===== src/rtl/cfcf_pkg.sv =====
// Shared constants, types and helper functions for the CAN frame change filter.
`timescale 1ns / 1ps

package cfcf_pkg;

  // Default configuration
  localparam int SLOTS_DEF       = 6;
  localparam int FRAME_BYTES_DEF = 64;
  localparam int ENTRIES_DEF     = 14;

  // Fixed limits
  localparam int MAX_SLOTS  = 8;
  localparam int MAX_WORDS  = 8;
  localparam int CFG_REGS   = 6;
  localparam int ID_W       = 29;
  localparam int WORD_BITS  = 64;
  localparam int ENT_CALC_W = 6;
  localparam int APB_AW     = 5;
  localparam int APB_DW     = 32;

  typedef logic [ID_W-1:0] can_id_t;

  typedef enum logic [1:0] {
    VERDICT_CHANGED   = 2'd0,
    VERDICT_SAME      = 2'd1,
    VERDICT_UNKNOWN   = 2'd2,
    VERDICT_BAD_INDEX = 2'd3
  } verdict_e;

  // Sub-frame count per slot; zero marks a plain slot with one entry
  localparam logic [3:0] SUB_COUNT [MAX_SLOTS] = '{
    4'd0, 4'd0, 4'd0, 4'd1, 4'd8, 4'd2, 4'd0, 4'd0
  };

  // Id register reset values; slots without a register keep these
  localparam can_id_t ID_RESET [MAX_SLOTS] = '{
    29'h180110E4, 29'h180210E4, 29'h180310E4, 29'h180410E4,
    29'h1A0110E4, 29'h1B0110E4, 29'h0, 29'h0
  };

  // First store entry of a slot
  function automatic logic [ENT_CALC_W-1:0] slot_base(input logic [2:0] s);
    logic [ENT_CALC_W-1:0] b;
    b = '0;
    for (int k = 0; k < MAX_SLOTS; k++) begin
      if (k < int'(s)) begin
        b = b + ((SUB_COUNT[k] != 4'd0) ? ENT_CALC_W'(SUB_COUNT[k]) : ENT_CALC_W'(1));
      end
    end
    return b;
  endfunction

  // Reset value of byte 0 of an entry: its sub-frame index, or zero
  function automatic logic [3:0] sub_index(input logic [ENT_CALC_W-1:0] e,
                                           input int slots);
    logic [3:0]            r;
    logic [ENT_CALC_W-1:0] b;
    r = '0;
    b = '0;
    for (int k = 0; k < MAX_SLOTS; k++) begin
      if (k < slots && SUB_COUNT[k] != 4'd0 && e >= b &&
          e < b + ENT_CALC_W'(SUB_COUNT[k])) begin
        r = 4'(e - b + ENT_CALC_W'(1));
      end
      b = b + ((SUB_COUNT[k] != 4'd0) ? ENT_CALC_W'(SUB_COUNT[k]) : ENT_CALC_W'(1));
    end
    return r;
  endfunction

endpackage


===== src/rtl/cfcf_regs.sv =====
// APB register file holding the configured slot ids.
`timescale 1ns / 1ps

module cfcf_regs (
  input  logic                         clk_i,
  input  logic                         rst_ni,
  input  logic                         psel,
  input  logic                         penable,
  input  logic                         pwrite,
  input  logic [cfcf_pkg::APB_AW-1:0]  paddr,
  input  logic [cfcf_pkg::APB_DW-1:0]  pwdata,
  output logic [cfcf_pkg::APB_DW-1:0]  prdata,
  output logic                         pready,
  output cfcf_pkg::can_id_t            id_o [cfcf_pkg::CFG_REGS]
);

  cfcf_pkg::can_id_t id_q [cfcf_pkg::CFG_REGS];
  logic [2:0]        reg_ix;
  logic              reg_hit;
  logic              wr_en;

  assign reg_ix  = paddr[cfcf_pkg::APB_AW-1:2];
  assign reg_hit = reg_ix < 3'(cfcf_pkg::CFG_REGS);
  assign wr_en   = psel && penable && pwrite && reg_hit;
  assign pready  = 1'b1;

  // Update the addressed id; writes beyond the list are dropped
  always_ff @(posedge clk_i or negedge rst_ni) begin
    if (!rst_ni) begin
      for (int k = 0; k < cfcf_pkg::CFG_REGS; k++) begin
        id_q[k] <= cfcf_pkg::ID_RESET[k];
      end
    end else if (wr_en) begin
      id_q[reg_ix] <= pwdata[cfcf_pkg::ID_W-1:0];
    end
  end

  // Read back the addressed id
  assign prdata = reg_hit ? cfcf_pkg::APB_DW'(id_q[reg_ix]) : '0;

  assign id_o = id_q;

endmodule


===== config.mk =====
export PLATFORM = sky130hd
export DESIGN_NAME = cfcf_regs
export DESIGN_NICKNAME = d
export VERILOG_FILES = /design/src/rtl/cfcf_pkg.sv /design/src/rtl/cfcf_regs.sv
export SDC_FILE = /design/constraint.sdc
export NUM_CORES = 1
export LEC_CHECK = 0
export CORE_MARGIN = 1
export CORE_UTILIZATION = 45
export CTS_BUF_LIST = sky130_fd_sc_hd__clkbuf_4
export DETAILED_ROUTE_END_ITERATION = 16
export DONT_BUFFER_PORTS = 1
export GPL_TIMING_DRIVEN = 0
export HOLD_SLACK_MARGIN = 0.08
export RECOVER_POWER = 50
export SKIP_CTS_REPAIR_TIMING = 1
export SLEW_MARGIN = 20
export SYNTH_ARGS = -nofsm -noshare
export SYNTH_HDL_FRONTEND = slang
export SYNTH_SLANG_ARGS = --single-unit

===== constraint.sdc =====
create_clock -name clk_i -period 1.9 [get_ports clk_i]
set_clock_uncertainty 0.15 [all_clocks]
set_input_delay 0.285 -clock clk_i [delete_from_list [all_inputs] [get_ports clk_i]]
set_output_delay 0.285 -clock clk_i [all_outputs]
set_load 0.02 [all_outputs]

==> metrics.md, run 1 <==
| Metric | Value |
|---|---|
| Delay-heaviest family, CP | flip-flops |
| Mean post-synth cell area | 14.6 µm² |
| IO Port Bufs | 0 |
| Initial antenna violation count | 1 |
| Worst-path fanout max | 3 |
| Slew headroom | 0.290 |
| Synth top area share | 0.381 |
| Post-DP HPWL | 14900 µm |
| Critical Path Max Stage Delay | 500 ps |
| Post-route DRC violation count | 0 |
| Slowest-stage cell, CP | dfrtp_2 |
| Clock sinks | 174 |
| H-Tree Depth | 4 |
| GRT overflow | 0 |
| Int Power | 0.00655 W |
| Chip height | 135 µm |
| Wirelength, routed | 22300 µm |
| Die ar. | 18400 µm² |
| RSZ-0062 raised after global routing | yes |
| Status | finished with violations |
| TritonRoute pass-1 iters | 4 |
| Per-cell routed wire length | 26.6 µm |
| Failing checks | hold timing, setup timing |
| Synth top area cells | dfrtp_1 (38%), mux2_2 (17%), dfstp_2 (17%) |
| Flop pwr share | 0.617 |
| Root buffer cell | clkbuf_4 |
| Final period util | 1.15 |
| Primary FF master, synth | dfrtp_1 |
| Final Hold Viols | 174 |
| Via density per instance | 5.91 |
| Total number of vias | 4961 |
| Min Hold Slack | -757 ps |
| Starting Density | 0.462 |
| Fin crit period | 2190 ps |
| Iter 0 DRT Violations | 188 |
| Worst VDD drop | 0.000513 V |
| Cell taking the most area after synthesis | dfrtp_1 |
| Synth async-reset ratio | 1.00 |
| Area Growth Syn to Fin | 13.5% |
| Clock share of power | 0.227 |
| Leak Pwr | 3.87 nW |
| CP arrival | 1760 ps |
| Area after DPL | 8310 µm² |
| YS warnings | 0 |
| Max Freq | 456 MHz |
| Final Instance Area | 9100 µm² |
| WP data required | 1460 ps |
| Routability cong. | 0.764 |
| Cts bufs inserted | 17 |
| Top cells by count, synth | mux2_2 (123), dfrtp_1 (122), mux2i_1 (69) |
| Post-Synthesis Cells | 550 |
| Sequential share of the synthesized area | 0.551 |
| Synthesized area | 8020 µm² |
| Clock Tree Buf Depth | 2 |
| Sw power | 0.00370 W |
| Non-Filler Instances | 839 |
| Core Area | 17400 µm² |
| CP Class | flop to primary output |
| Layout cells sized above 1 | 0.525 |
| Count of different cell masters after synthesis | 23 |
| ANT nets after route | 0 |
| Hold WC Path Type | input port to async pin |
| Worst Tran Pin Value | 1060 ps |
| Max cap viols | 0 |
| Final setup viols | 33 |
| Placed Cells | 777 |
| Sw frac | 0.361 |
| Comb power frac | 0.156 |
| Die width | 135 µm |
| Synth Register Bits | 174 |
| CTS tree | built |
| Placement row count | 48 |
| Slew Limit Fails | 0 |
| Critical Path, Cell by Cell | mux2_2, a221o_1 |
| Max reg flops | 174 |
| Count leader, synth | mux2_2 |
| Post-synth EDFFs | 0 |
| All-layer global routing usage | 0.244 |
| Startpoint types | flop |
| Setup WS post-layout | -294 ps |
| Setup crit end kind | primary output |
| Largest net degree at the start of global routing | 175 |
| DP Worst Slack | -516 ps |
| PwrDens | 1130 nW/µm² |
| Vias in the first global route | 5212 |
| Clock Latency Late Sink | 560 ps |
| Total power | 0.0103 W |
| First-pass GRT wire length | 32400 µm |
| Bufs and invs on worst path | 0 |
| Nets | 642 |
| CTS clk-pin slew, worst paths | 140 ps |
| I/O Pins | 249 |
## final timing paths
path	start	to	slack (ps)	cells past startpoint
worst max-delay path	id_o[37]	prdata[8]	-290	2
worst min register to register	id_o[49]	id_o[49]	470	1
worst max register to register	id_o[161]	id_o[161]	790	1
min in group clk_i	psel	id_o[9]	280	4
worst min-delay path	rst_ni	id_o[137]	-760	0
max in group asynchronous	rst_ni	id_o[118]	2040	0
## metal layers
layer | wire length (µm) | global-route usage | vias up
met4 | 367 | 0.0649 | 0
met5 | 0 | 0 | -
li1 | - | - | 2123
met3 | 2290 | 0.106 | 23
met2 | 10900 | 0.404 | 209
met1 | 8800 | 0.289 | 2606
## stage by stage
stage	util	TNS, ps
finish	0.525	-4800
global route	0.525	-7500
CTS	0.497	-11460
detailed placement	0.479	-8270
global placement	0.479	-7720
floorplan	-	0
## cell type report
| cell class | instances | area [µm²] |
|---|---|---|
| plain buffers | 41 | 246 |
| inverters | 9 | 33.8 |
| fillers | 1494 | 8250 |
| clock buffers | 19 | 143 |
| well taps | 225 | 282 |
| clock inverters | 13 | 170 |
| diodes | 1 | 2.50 |
| flip-flops and latches | 174 | 4520 |
| multi-input cells | 328 | 3420 |
| repair buffers | 29 | 290 |
## power groups by stage
stage / registers, W / logic, W / clock network [W]
2_1_floorplan: 0.00604 / 0.00121 / 0
3_3_place_gp: 0.00632 / 0.00135 / 0
3_5_place_dp: 0.00635 / 0.00141 / 0
4_1_cts: 0.00628 / 0.00142 / 0.00241
5_1_grt: 0.00645 / 0.00173 / 0.00254
6_report: 0.00633 / 0.00160 / 0.00232
## cells in the final DEF, fill, tap and decap left out, types with 2 or more instances in the layout
cell type      instances
mux2_1                60
mux2_2               122
a221o_1                9
clkbuf_4              20
dfstp_1               12
buf_2                  9
dfrtp_1               44
conb_1                 4
o21ai_4                5
clkbuf_1              15
nor2_2                 2
o32ai_2                2
dfstp_2               40
clkinv_2               2
dlygate4sd3_1         29
inv_1                  7
o22a_1                20
bufinv_16              4
clkbuf_2               2
buf_6                  6
nand2b_1               2
nor2_1                 5
clkinv_1               4
o21ai_2               15
buf_4                  8
dfrtp_2               78
o32ai_1                7
mux2i_1               69
inv_2                  2
## cells by family after synthesis
family | Yosys count | share of synthesized area
compound gates | 58 | 0.0554
buf+inv | 50 | 0.0378
flops | 174 | 0.551
mux | 252 | 0.343
other cells | 2 | 0.000937
simple gates | 14 | 0.0115
(Power assumes the default switching activity.)
==> run 2, diff against run 1 <==
==> constraint.sdc (replaced) <==
create_clock -name clk_i -period 1.9 [get_ports clk_i]
set_clock_uncertainty 0.15 [all_clocks]
set_input_delay 0.095 -clock clk_i [delete_from_list [all_inputs] [get_ports clk_i]]
set_output_delay 0.095 -clock clk_i [all_outputs]
set_load 0.02 [all_outputs]
==> run 2 against run 1 <==
Net effect:
- the flow still finishes with violations (hold timing, setup timing)
- total power grew 0.40%
- first-iteration DRC count grew 11%
- wire length grew 0.24%
- global-route usage is the same
- sequential power is essentially flat
- worst setup slack gained 140 ps
- largest cell class unchanged
==> metrics.md, run 2 (synthesized netlist as in run 1, its figures left out) <==
| Metric | Value |
|---|---|
| CTS clk-pin slew, worst paths | 150 ps (was 140 ps) |
| Non-Filler Instances | 848 (was 839) |
| Setup crit end kind | flop (was primary output) |
| Final setup viols | 19 (was 33) |
| Slew Limit Fails | 0 (unchanged) |
| Area Growth Syn to Fin | 14.9% (was 13.5%) |
| Post-route DRC violation count | 0 (unchanged) |
| Cts bufs inserted | 17 (unchanged) |
| Startpoint types | input port (was flop) |
| Slowest-stage cell, CP | dlygate4sd3_1 (was dfrtp_2) |
| Commonest non-fill, non-tap cells in the layout | mux2_2 (122), dfrtp_2 (75), mux2i_1 (69) (was mux2_2 (122), dfrtp_2 (78), mux2i_1 (69)) |
| I/O Pins | 249 (unchanged) |
| WL met2 | 11000 µm (was 10900 µm) |
| Total number of vias | 4963 (was 4961) |
| WP data required | 2220 ps (was 1460 ps) |
| ANT nets after route | 0 (unchanged) |
| CP Class | input port to flop (was flop to primary output) |
| CP arrival | 2380 ps (was 1760 ps) |
| Critical path depth | 7 (was 2) |
| CTS tree | built (unchanged) |
| Met3 Routed Length | 2100 µm (was 2290 µm) |
| Starting Density | 0.462 (unchanged) |
| Metal1 wirelength | 9030 µm (was 8800 µm) |
| Slew headroom | 0.269 (was 0.290) |
| Crit path capture | id_o[51] (was prdata[8]) |
| Worst-path fanout max | 10 (was 3) |
| Top routing layer in use | met4 (unchanged) |
| Layout cells sized above 1 | 0.546 (was 0.525) |
| CP startpoint | pwrite (was id_o[37]) |
| First-pass GRT wire length | 32400 µm (unchanged) |
| Initial antenna violation count | 2 (was 1) |
| Iter 0 DRT Violations | 208 (was 188) |
| Area after DPL | 8310 µm² (unchanged) |
| Most Frequent Cell on Critical Path | dlygate4sd3_1 |
| Max cap viols | 0 (unchanged) |
| Bufs and invs on worst path | 4 (was 0) |
| RSZ-0062 raised after global routing | yes (unchanged) |
| Hold WC Path Type | input port to async pin (unchanged) |
| Per-cell routed wire length | 26.4 µm (was 26.6 µm) |
| Clock sinks | 174 (unchanged) |
| R2R cell count | 2 (was 1) |
| Core Area | 17400 µm² (unchanged) |
| All-layer global routing usage | 0.244 (unchanged) |
| Critical Path, Cell by Cell | dlygate4sd3_1, nand4b_4, nor2_1, buf_4, buf_6, mux2_1, dlygate4sd3_1 (was mux2_2, a221o_1) |
| Max reg flops | 174 (unchanged) |
| Most common cell after layout, fill and taps aside | mux2_2 (unchanged) |
| Placement row count | 48 (unchanged) |
| Setup WS post-layout | -158 ps (was -294 ps) |
| Clock Tree Buf Depth | 2 (unchanged) |
| Worst Tran Pin Value | 1100 ps (was 1060 ps) |
| Setup slack, reg-to-reg | 290 ps (was 790 ps) |
| Routability cong. | 0.764 (unchanged) |
| Critical Path Max Stage Delay | 640 ps (was 500 ps) |
| Vias in the first global route | 5212 (unchanged) |
| Final period util | 1.08 (was 1.15) |
| Core Util, Final | 0.531 (was 0.525) |
| PwrDens | 1120 nW/µm² (was 1130 nW/µm²) |
| Delay-heaviest family, CP | buffers and inverters (was flip-flops) |
| Nets | 650 (was 642) |
| Root buffer cell | clkbuf_4 (unchanged) |
| Worst reg2reg endpoint | id_o[51] (was id_o[161]) |
| Wirelength, routed | 22400 µm (was 22300 µm) |
| Clock Latency Late Sink | 560 ps (about the same) |
| Fin crit period | 2060 ps (was 2190 ps) |
| IO Port Bufs | 0 (unchanged) |
| Final Instance Area | 9210 µm² (was 9100 µm²) |
| Die width | 135 µm (unchanged) |
| Die ar. | 18400 µm² (unchanged) |
| Via density per instance | 5.85 (was 5.91) |
| Leak Pwr | 3.95 nW (was 3.87 nW) |
| Chip height | 135 µm (unchanged) |
| Worst VDD drop | 0.000523 V (was 0.000513 V) |
| Status | finished with violations (unchanged) |
| Min Hold Slack | -947 ps (was -757 ps) |
| Largest net degree at the start of global routing | 175 (unchanged) |
| H-Tree Depth | 4 (unchanged) |
| TritonRoute pass-1 iters | 4 (unchanged) |
| Failing checks | hold timing, setup timing (unchanged) |
| Post-DP HPWL | 14900 µm (unchanged) |
| Fillers | 1467 (was 1494) |
| GRT overflow | 0 (unchanged) |
| Reg2Reg Launch Point | id_o[51] (was id_o[161]) |
| Final Hold Viols | 174 (unchanged) |
| Placed Cells | 777 (unchanged) |
| Max Freq | 486 MHz (was 456 MHz) |
-- run 2: per-stage QoR --
step / setup TNS, ps / setup slack (ps) / hold WS [ps] / total power (W)
after floorplan: 0 / 448 / -351 / 0.00725
after global placement: -536 / -91.2 / -345 / 0.00767
after detailed placement: -948 / -136 / -346 / 0.00777
after CTS: -5050 / -323 / -1000 / 0.0101
after global routing: -3240 / -184 / -1020 / 0.0108
final: -1000 / -158 / -947 / 0.0103
-- run 2: worst min-delay path by stage --
stage                     end  slack, ps  cells after the start
global placement    id_o[137]       -350                      0
floorplan             id_o[0]       -350                      0
detailed placement  id_o[137]       -350                      0
CTS                  id_o[69]      -1000                      0
global route        id_o[137]      -1020                      0
finish              id_o[137]       -950                      0
-- run 2: final cells by class --
cell class	instances	area, µm²	share of cell area
clock inverter	13	170	0.0185
clock buffer	19	143	0.0155
inverter	9	33.8	0.00367
multi-input combinational	328	3430	0.373
tap	225	282	0.0306
timing repair buffer	37	370	0.0402
buffer	41	263	0.0285
sequential	174	4510	0.490
antenna	2	5.00	0.000543
-- run 2: layer usage --
metal / up-vias / GRT usage
met2: 197 / 0.404
met3: 19 / 0.106
met5: - / 0
li1: 2138 / -
met4: 0 / 0.0649
met1: 2609 / 0.289
-- run 2: power by group --
group	switching, W	internal [W]
clock network	0.00127	0.00106
registers	0.00168	0.00466
logic	0.000758	0.000863
-- run 2: worst register-to-register path, delay by kind of cell, from the launching register on --
kind / cells / cell delay, ps
flip-flops: 1 / 500
buffers and inverters: 1 / 550
multiplexers: 1 / 310
