## config.mk

```make
export PLATFORM = sky130hd
export DESIGN_NAME = cfcf_seq
export DESIGN_NICKNAME = d
export VERILOG_FILES = /design/src/rtl/cfcf_pkg.sv /design/src/rtl/cfcf_seq.sv
export SDC_FILE = /design/constraint.sdc
export NUM_CORES = 1
export LEC_CHECK = 0
export ABC_AREA = 1
export BUFFER_PORTS_ARGS = -buffer_cell sky130_fd_sc_hd__buf_2
export CAP_MARGIN = 30
export CORE_AREA = 3 3 340 342
export CTS_CLUSTER_SIZE = 30
export DETAILED_ROUTE_END_ITERATION = 10
export DIE_AREA = 0 0 343 345
export GPL_TIMING_DRIVEN = 0
export MAX_ROUTING_LAYER = met4
export PLACE_DENSITY = 0.52
export SKIP_CTS_REPAIR_TIMING = 1
export SLEW_MARGIN = 20
export SYNTH_ARGS = -nofsm -noshare
export SYNTH_HDL_FRONTEND = slang
export SYNTH_SLANG_ARGS = --single-unit
```

## constraint.sdc

```tcl
create_clock -name clk_i -period 23.8 [get_ports clk_i]
set_clock_uncertainty 0.15 [all_clocks]
set_input_delay 4.76 -clock clk_i [delete_from_list [all_inputs] [get_ports clk_i]]
set_output_delay 4.76 -clock clk_i [all_outputs]
set_load 0.005 [all_outputs]
```

## src/rtl/cfcf_pkg.sv

```systemverilog
// Shared constants, types and helper functions for the CAN frame change filter.
`timescale 1ns / 1ps

package cfcf_pkg;

  // Default configuration
  localparam int SLOTS_DEF       = 6;
  localparam int FRAME_BYTES_DEF = 64;
  localparam int ENTRIES_DEF     = 14;

  // Fixed limits
  localparam int MAX_SLOTS  = 8;
  localparam int MAX_WORDS  = 8;
  localparam int CFG_REGS   = 6;
  localparam int ID_W       = 29;
  localparam int WORD_BITS  = 64;
  localparam int ENT_CALC_W = 6;
  localparam int APB_AW     = 5;
  localparam int APB_DW     = 32;

  typedef logic [ID_W-1:0] can_id_t;

  typedef enum logic [1:0] {
    VERDICT_CHANGED   = 2'd0,
    VERDICT_SAME      = 2'd1,
    VERDICT_UNKNOWN   = 2'd2,
    VERDICT_BAD_INDEX = 2'd3
  } verdict_e;

  // Sub-frame count per slot; zero marks a plain slot with one entry
  localparam logic [3:0] SUB_COUNT [MAX_SLOTS] = '{
    4'd0, 4'd0, 4'd0, 4'd1, 4'd8, 4'd2, 4'd0, 4'd0
  };

  // Id register reset values; slots without a register keep these
  localparam can_id_t ID_RESET [MAX_SLOTS] = '{
    29'h180110E4, 29'h180210E4, 29'h180310E4, 29'h180410E4,
    29'h1A0110E4, 29'h1B0110E4, 29'h0, 29'h0
  };

  // First store entry of a slot
  function automatic logic [ENT_CALC_W-1:0] slot_base(input logic [2:0] s);
    logic [ENT_CALC_W-1:0] b;
    b = '0;
    for (int k = 0; k < MAX_SLOTS; k++) begin
      if (k < int'(s)) begin
        b = b + ((SUB_COUNT[k] != 4'd0) ? ENT_CALC_W'(SUB_COUNT[k]) : ENT_CALC_W'(1));
      end
    end
    return b;
  endfunction

  // Reset value of byte 0 of an entry: its sub-frame index, or zero
  function automatic logic [3:0] sub_index(input logic [ENT_CALC_W-1:0] e,
                                           input int slots);
    logic [3:0]            r;
    logic [ENT_CALC_W-1:0] b;
    r = '0;
    b = '0;
    for (int k = 0; k < MAX_SLOTS; k++) begin
      if (k < slots && SUB_COUNT[k] != 4'd0 && e >= b &&
          e < b + ENT_CALC_W'(SUB_COUNT[k])) begin
        r = 4'(e - b + ENT_CALC_W'(1));
      end
      b = b + ((SUB_COUNT[k] != 4'd0) ? ENT_CALC_W'(SUB_COUNT[k]) : ENT_CALC_W'(1));
    end
    return r;
  endfunction

endpackage

```

## src/rtl/cfcf_seq.sv

```systemverilog
// Sequencer with one shared 64-bit equality unit: slot match, compare and store update.
`timescale 1ns / 1ps

module cfcf_seq #(
  parameter int SLOTS       = cfcf_pkg::SLOTS_DEF,
  parameter int FRAME_BYTES = cfcf_pkg::FRAME_BYTES_DEF,
  parameter int ENTRIES     = cfcf_pkg::ENTRIES_DEF,
  parameter int ENTRY_W     = $clog2(ENTRIES),
  parameter int AW          = ENTRY_W + 3
) (
  input  logic                            clk_i,
  input  logic                            rst_ni,
  input  cfcf_pkg::can_id_t               id_slot_i [cfcf_pkg::CFG_REGS],
  input  logic                            in_valid_i,
  output logic                            in_stall_o,
  input  cfcf_pkg::can_id_t               can_id_i,
  input  logic [cfcf_pkg::WORD_BITS-1:0]  data_i [cfcf_pkg::MAX_WORDS],
  output logic                            out_valid_o,
  input  logic                            out_stall_i,
  output logic                            changed_o,
  output logic [3:0]                      entry_o,
  output logic [1:0]                      verdict_o,
  output logic                            ram_we_o,
  output logic [AW-1:0]                   ram_waddr_o,
  output logic [cfcf_pkg::WORD_BITS-1:0]  ram_wdata_o,
  output logic [AW-1:0]                   ram_raddr_o,
  input  logic [cfcf_pkg::WORD_BITS-1:0]  ram_rdata_i
);

  localparam int WORDS = FRAME_BYTES / 8;
  localparam int EW    = cfcf_pkg::ENT_CALC_W;

  typedef enum logic [4:0] {
    S_IDLE  = 5'b00001,
    S_MATCH = 5'b00010,
    S_READ  = 5'b00100,
    S_WRITE = 5'b01000,
    S_DONE  = 5'b10000
  } state_e;

  state_e                         state_q, state_d;
  cfcf_pkg::can_id_t              can_id_q;
  logic [cfcf_pkg::WORD_BITS-1:0] data_q [cfcf_pkg::MAX_WORDS];
  logic [2:0]                     slot_q, slot_d;
  logic [3:0]                     cnt_q, cnt_d;
  logic                           diff_q, diff_d;
  logic [EW-1:0]                  entry_q, entry_d;
  logic [3:0]                     rst_w0_q, rst_w0_d;
  logic                           rd_vld_q;
  logic [2:0]                     rd_word_q;
  logic [ENTRIES-1:0]             row_valid_q;
  logic                           row_set;
  logic                           load_in;
  logic                           out_load;
  logic                           res_changed_q, res_changed_d;
  logic [3:0]                     res_entry_q, res_entry_d;
  cfcf_pkg::verdict_e             res_verdict_q, res_verdict_d;
  logic                           out_valid_q;
  logic                           out_changed_q;
  logic [3:0]                     out_entry_q;
  cfcf_pkg::verdict_e             out_verdict_q;

  logic [cfcf_pkg::WORD_BITS-1:0] cmp_a, cmp_b;
  logic                           cmp_eq;
  cfcf_pkg::can_id_t              slot_id;
  logic [3:0]                     sub;
  logic [7:0]                     idx;
  logic                           idx_bad;
  logic [EW-1:0]                  ent_calc;
  logic                           ent_over;
  logic                           issue;
  logic                           last_cmp;
  logic [cfcf_pkg::WORD_BITS-1:0] rd_word;
  logic [ENTRY_W-1:0]             row_ix;

  assign in_stall_o = (state_q != S_IDLE);
  assign row_ix     = entry_q[ENTRY_W-1:0];

  // Id of the slot under test; slots without a register keep their reset id
  assign slot_id = (slot_q < 3'(cfcf_pkg::CFG_REGS)) ? id_slot_i[slot_q]
                                                     : cfcf_pkg::ID_RESET[slot_q];

  // Entry selection for the matching slot
  assign sub      = cfcf_pkg::SUB_COUNT[slot_q];
  assign idx      = data_q[0][7:0];
  assign idx_bad  = (sub != 4'd0) && ((idx == 8'd0) || (idx > {4'd0, sub}));
  assign ent_calc = cfcf_pkg::slot_base(slot_q) +
                    ((sub != 4'd0) ? EW'(4'(idx[3:0] - 4'd1)) : EW'(0));
  assign ent_over = ent_calc >= EW'(ENTRIES);

  // Stored word, or its reset image for a row never written
  assign rd_word = row_valid_q[row_ix] ? ram_rdata_i :
                   ((rd_word_q == 3'd0) ? cfcf_pkg::WORD_BITS'(rst_w0_q) : '0);

  // Shared equality unit
  always_comb begin
    if (state_q == S_MATCH) begin
      cmp_a = cfcf_pkg::WORD_BITS'(can_id_q);
      cmp_b = cfcf_pkg::WORD_BITS'(slot_id);
    end else begin
      cmp_a = rd_word;
      cmp_b = data_q[rd_word_q];
    end
  end
  assign cmp_eq = (cmp_a == cmp_b);

  assign issue    = (state_q == S_READ) && (cnt_q < 4'(WORDS));
  assign last_cmp = rd_vld_q && (rd_word_q == 3'(WORDS - 1));

  // Store port
  assign ram_raddr_o = {row_ix, cnt_q[2:0]};
  assign ram_waddr_o = {row_ix, cnt_q[2:0]};
  assign ram_wdata_o = data_q[cnt_q[2:0]];
  assign ram_we_o    = (state_q == S_WRITE);

  // Sequence one request through match, read-compare and write-back
  always_comb begin
    state_d       = state_q;
    slot_d        = slot_q;
    cnt_d         = cnt_q;
    diff_d        = diff_q;
    entry_d       = entry_q;
    rst_w0_d      = rst_w0_q;
    res_changed_d = res_changed_q;
    res_entry_d   = res_entry_q;
    res_verdict_d = res_verdict_q;
    row_set       = 1'b0;
    load_in       = 1'b0;
    out_load      = 1'b0;
    case (state_q)
      S_IDLE: begin
        if (in_valid_i) begin
          load_in = 1'b1;
          slot_d  = '0;
          state_d = S_MATCH;
        end
      end
      S_MATCH: begin
        if (cmp_eq) begin
          if (idx_bad || ent_over) begin
            res_changed_d = 1'b0;
            res_entry_d   = '0;
            res_verdict_d = cfcf_pkg::VERDICT_BAD_INDEX;
            state_d       = S_DONE;
          end else begin
            entry_d  = ent_calc;
            rst_w0_d = cfcf_pkg::sub_index(ent_calc, SLOTS);
            cnt_d    = '0;
            diff_d   = 1'b0;
            state_d  = S_READ;
          end
        end else if (slot_q == 3'(SLOTS - 1)) begin
          res_changed_d = 1'b0;
          res_entry_d   = '0;
          res_verdict_d = cfcf_pkg::VERDICT_UNKNOWN;
          state_d       = S_DONE;
        end else begin
          slot_d = slot_q + 3'd1;
        end
      end
      S_READ: begin
        if (issue) begin
          cnt_d = cnt_q + 4'd1;
        end
        if (rd_vld_q) begin
          diff_d = diff_q | !cmp_eq;
          if (last_cmp) begin
            cnt_d = '0;
            if (diff_q || !cmp_eq) begin
              state_d = S_WRITE;
            end else begin
              res_changed_d = 1'b0;
              res_entry_d   = entry_q[3:0];
              res_verdict_d = cfcf_pkg::VERDICT_SAME;
              state_d       = S_DONE;
            end
          end
        end
      end
      S_WRITE: begin
        cnt_d = cnt_q + 4'd1;
        if (cnt_q[2:0] == 3'(WORDS - 1)) begin
          row_set       = 1'b1;
          res_changed_d = 1'b1;
          res_entry_d   = entry_q[3:0];
          res_verdict_d = cfcf_pkg::VERDICT_CHANGED;
          state_d       = S_DONE;
        end
      end
      S_DONE: begin
        if (!out_valid_q || !out_stall_i) begin
          out_load = 1'b1;
          state_d  = S_IDLE;
        end
      end
      default: begin
        state_d = S_IDLE;
      end
    endcase
  end

  // Control state
  always_ff @(posedge clk_i or negedge rst_ni) begin
    if (!rst_ni) begin
      state_q     <= S_IDLE;
      rd_vld_q    <= 1'b0;
      row_valid_q <= '0;
      out_valid_q <= 1'b0;
    end else begin
      state_q  <= state_d;
      rd_vld_q <= issue;
      if (row_set) begin
        row_valid_q[row_ix] <= 1'b1;
      end
      if (out_load) begin
        out_valid_q <= 1'b1;
      end else if (!out_stall_i) begin
        out_valid_q <= 1'b0;
      end
    end
  end

  // Payload and working registers
  always_ff @(posedge clk_i) begin
    if (load_in) begin
      can_id_q <= can_id_i;
      data_q   <= data_i;
    end
    slot_q        <= slot_d;
    cnt_q         <= cnt_d;
    diff_q        <= diff_d;
    entry_q       <= entry_d;
    rst_w0_q      <= rst_w0_d;
    rd_word_q     <= cnt_q[2:0];
    res_changed_q <= res_changed_d;
    res_entry_q   <= res_entry_d;
    res_verdict_q <= res_verdict_d;
    if (out_load) begin
      out_changed_q <= res_changed_q;
      out_entry_q   <= res_entry_q;
      out_verdict_q <= res_verdict_q;
    end
  end

  assign out_valid_o = out_valid_q;
  assign changed_o   = out_changed_q;
  assign entry_o     = out_entry_q;
  assign verdict_o   = out_verdict_q;

  // Write-back only touches a row inside the store
  a_write_in_store: assert property (@(posedge clk_i) disable iff (!rst_ni)
    ram_we_o |-> (entry_q < EW'(ENTRIES)))
    else $error("store write outside the configured entries");

  // Changed flag agrees with the verdict
  a_changed_verdict: assert property (@(posedge clk_i) disable iff (!rst_ni)
    out_valid_q |-> (out_changed_q == (out_verdict_q == cfcf_pkg::VERDICT_CHANGED)))
    else $error("changed flag disagrees with verdict");

  // Dropped frames report entry zero
  a_drop_entry: assert property (@(posedge clk_i) disable iff (!rst_ni)
    (out_valid_q && (out_verdict_q == cfcf_pkg::VERDICT_UNKNOWN ||
                     out_verdict_q == cfcf_pkg::VERDICT_BAD_INDEX))
    |-> (out_entry_q == 4'd0))
    else $error("dropped frame carries an entry");

  // Write-back runs to completion
  a_write_leaves: assert property (@(posedge clk_i) disable iff (!rst_ni)
    (state_q == S_WRITE) |=> (state_q == S_WRITE || state_q == S_DONE))
    else $error("write-back interrupted");

endmodule

```

==> summary.txt <==
Avg Cell Area, Syn = 8.78 µm²
Most frequent cells in the layout = buf_2, nand2_1, edfxtp_1
Drt total wl = 199 mm
Crit path top cell by count = clkbuf_1
Clock Path Buffers = 3
RSZ-0062 raised after global routing = false
Port Buffers = 870
Mapped Area = 31,800 µm²
Vias post-DR = 33,900
H-tree depth = 3
CP Class = reg2out
Crit path cell chain = clkbuf_1 -> clkbuf_1 -> clkbuf_1 -> clkbuf_1 -> buf_6 -> o21ai_0 -> a31oi_1 -> buf_2
First-pass GRT wire length = 261 mm
Wire per inst = 31.9 µm
Synthesized flop and latch total = 595
Crit path max-delay cell type = clkbuf_1
Area Overhead vs Synth = 30.6%
Final Max Tran Viols = 0
Vias in the first global route = 32,000
CP Max Fanout = 10
Synth warn = 0
VDD IR max = 0.0692 mV
Die Ht = 345 µm
Net Count, Synth = 4,426
Drt via density = 5.43
Gpl congestion = 0.936
Post-synth EDFFs = 571
Inst Count DP = 6,042
Die area = 118,000 µm²
WP data required = 18.89 ns
First-pass DRT Iterations = 6
Ports = 871
Period utilization = 42.1%
Pwr dens = 135 nW/µm²
Placeable Area = 113,000 µm²
Iter 0 DRT Violations = 4,678
Nets = 5,427
Hpwl dp = 155 mm
Max Clock Freq = 99.7 MHz
Final design area excluding fillers = 41,500 µm²
Post-DRT Antenna Nets = 0
Placed instance area = 38,900 µm²
Max_slew headroom = 28.2%
Fraction of registers with async set/reset = 3.53%
Crit-path max cell delay = 0.81 ns
Largest net degree at the start of global routing = 29
TritonCTS Sinks = 595
Final setup fails = 0
Register area share after synthesis = 55.8%
Status = finished, final reports clean
Worst-Margin Slew = 1.08 ns
Worst-skew pair later-pin latency = 0.68 ns
Hold Vio Cnt, Final = 0
Gr usage total = 33.2%
Worst setup margin = 13.77 ns
Worst Path Arrival = 5.12 ns
CTS tree = done
Initial antenna violation count = 70
Starting Density = 28.2%
Most common cell after layout, fill and taps aside = buf_2
Share of layout cells above drive strength 1 = 25.3%
Overflow after GRT = 0
CTS root buf = clkbuf_16
Startpoint Class = register
Tot Pwr = 5600 µW
Top_reg_cell synth = edfxtp_1
Clock transition time at the flip-flop clock pins of the worst setup and hold paths = 0.05 ns
Hold WC Path Type = reg2reg
Crit. End Element = primary output
Row count = 123
Worst hold slack = 0.265 ns
Cts bufs inserted = 76
Tmin final = 10.03 ns
Post-synth cell types = 49
Post-Synthesis Cells = 3,621
Leakage = 0.0175 µW
Fin cells = 6,241
Die Wd = 343 µm
DRC = 0
Pre-CTS worst setup slack = 14.29 ns
Max_cap viols = 0
-- synthesized netlist by cell type (all sizes together) (7+ instances only) --
| cell type | n | area (µm²) |
|---|---|---|
| buf | 136 | 748 |
| o21bai | 13 | 97.6 |
| clkbuf | 122 | 459 |
| nor2 | 406 | 1530 |
| nand2 | 674 | 2540 |
| edfxtp | 571 | 17100 |
| o22ai | 29 | 181 |
| xor2 | 25 | 219 |
| inv | 304 | 1140 |
| nand4 | 31 | 200 |
| a31oi | 66 | 413 |
| o21ai | 544 | 2720 |
| xnor2 | 7 | 61.3 |
| o211ai | 58 | 435 |
| nand3 | 241 | 1210 |
| ha | 21 | 263 |
| a21oi | 294 | 1480 |
| dfrtp | 20 | 500 |
| nor3 | 20 | 100 |
-- worst max-delay path: cells and delay by family (launching register included) --
kind | cells | cell delay [ns]
AO/OA/AOI/OAI | 2 | 0.62
buffers and inverters | 6 | 3.13
flip-flops | 1 | 0.69
-- routing by layer --
layer | track usage [%] | vias up | wire (µm)
li1 | - | 14600 | -
met1 | 40.1 | 16300 | 75500
met2 | 52.0 | 2460 | 91800
met3 | 7.28 | 512 | 20300
met4 | 17.1 | 0 | 11700
met5 | - | - | 0
-- final cells by class --
type                            count  area, µm²
Antenna cell                       58        145
Multi-Input combinational cell   2462      11700
Inverter                          306       1150
Sequential cell                   595      17700
Clock inverter                     47        520
Tap cell                         1500       1880
Clock buffer                       92       1970
Timing Repair Buffer              923       5200
Buffer                            258       1220
Fill cell                       11700      71100
-- sequential cells by signal, summed over array words and instances, names as in the netlist --
| signal | count |
|---|---|
| rst_w0_q | 4 |
| state_q | 5 |
| res_entry_q | 4 |
| can_id_q | 29 |
| verdict_o | 2 |
| entry_o | 4 |
| data_q | 512 |
| out_valid_o | 1 |
| diff_q | 1 |
| rd_word_q | 3 |
| cnt_q | 4 |
| res_changed_q | 1 |
| row_valid_q | 14 |
| entry_q | 4 |
| changed_o | 1 |
| rd_vld_q | 1 |
| slot_q | 3 |
| res_verdict_q | 2 |
-- per-stage QoR --
| step | utilization (%) | TNS [ns] |
|---|---|---|
| floorplan | - | 0 |
| global placement | 33.8 | -2830.13 |
| detailed placement | 34.5 | 0 |
| CTS | 36.7 | 0 |
| global route | 36.8 | 0 |
| finish | 36.9 | 0 |
-- worst paths after layout --
check / from / to / slack, ns / cells past startpoint
max: cnt_q[0] / ram_wdata_o[4] / 13.77 / 8
min reg2reg: res_entry_q[3] / entry_o[3] / 0.27 / 0
min: res_entry_q[3] / entry_o[3] / 0.27 / 0
min in group asynchronous: rst_ni / rd_vld_q / 3.93 / 1
max in group asynchronous: rst_ni / state_q[0] / 19.18 / 1
max reg2reg: rd_word_q[2] / data_q[86] / 17.44 / 25
-- cell families (layout without fill, tap and decap cells) --
kind of cell    count (synthesis)  in the layout  synth area share (%)
simple gates                 1390           1390                  17.9
compound gates               1017           1017                  17.1
flops                         595            595                  55.8
buf+inv                       564           1626                  7.41
xor+xnor                       32             32                 0.882
fa+ha+maj                      22             22                 0.889
other cells                     1             59                0.0118
-- power breakdown --
group          internal (µW)  switching, µW  total, µW
logic                    705           1810       2520
registers               1680            230       1910
clock network            666            509       1180
total                   3050           2550       5600
No activity file was read; power rests on OpenSTA's default activity.
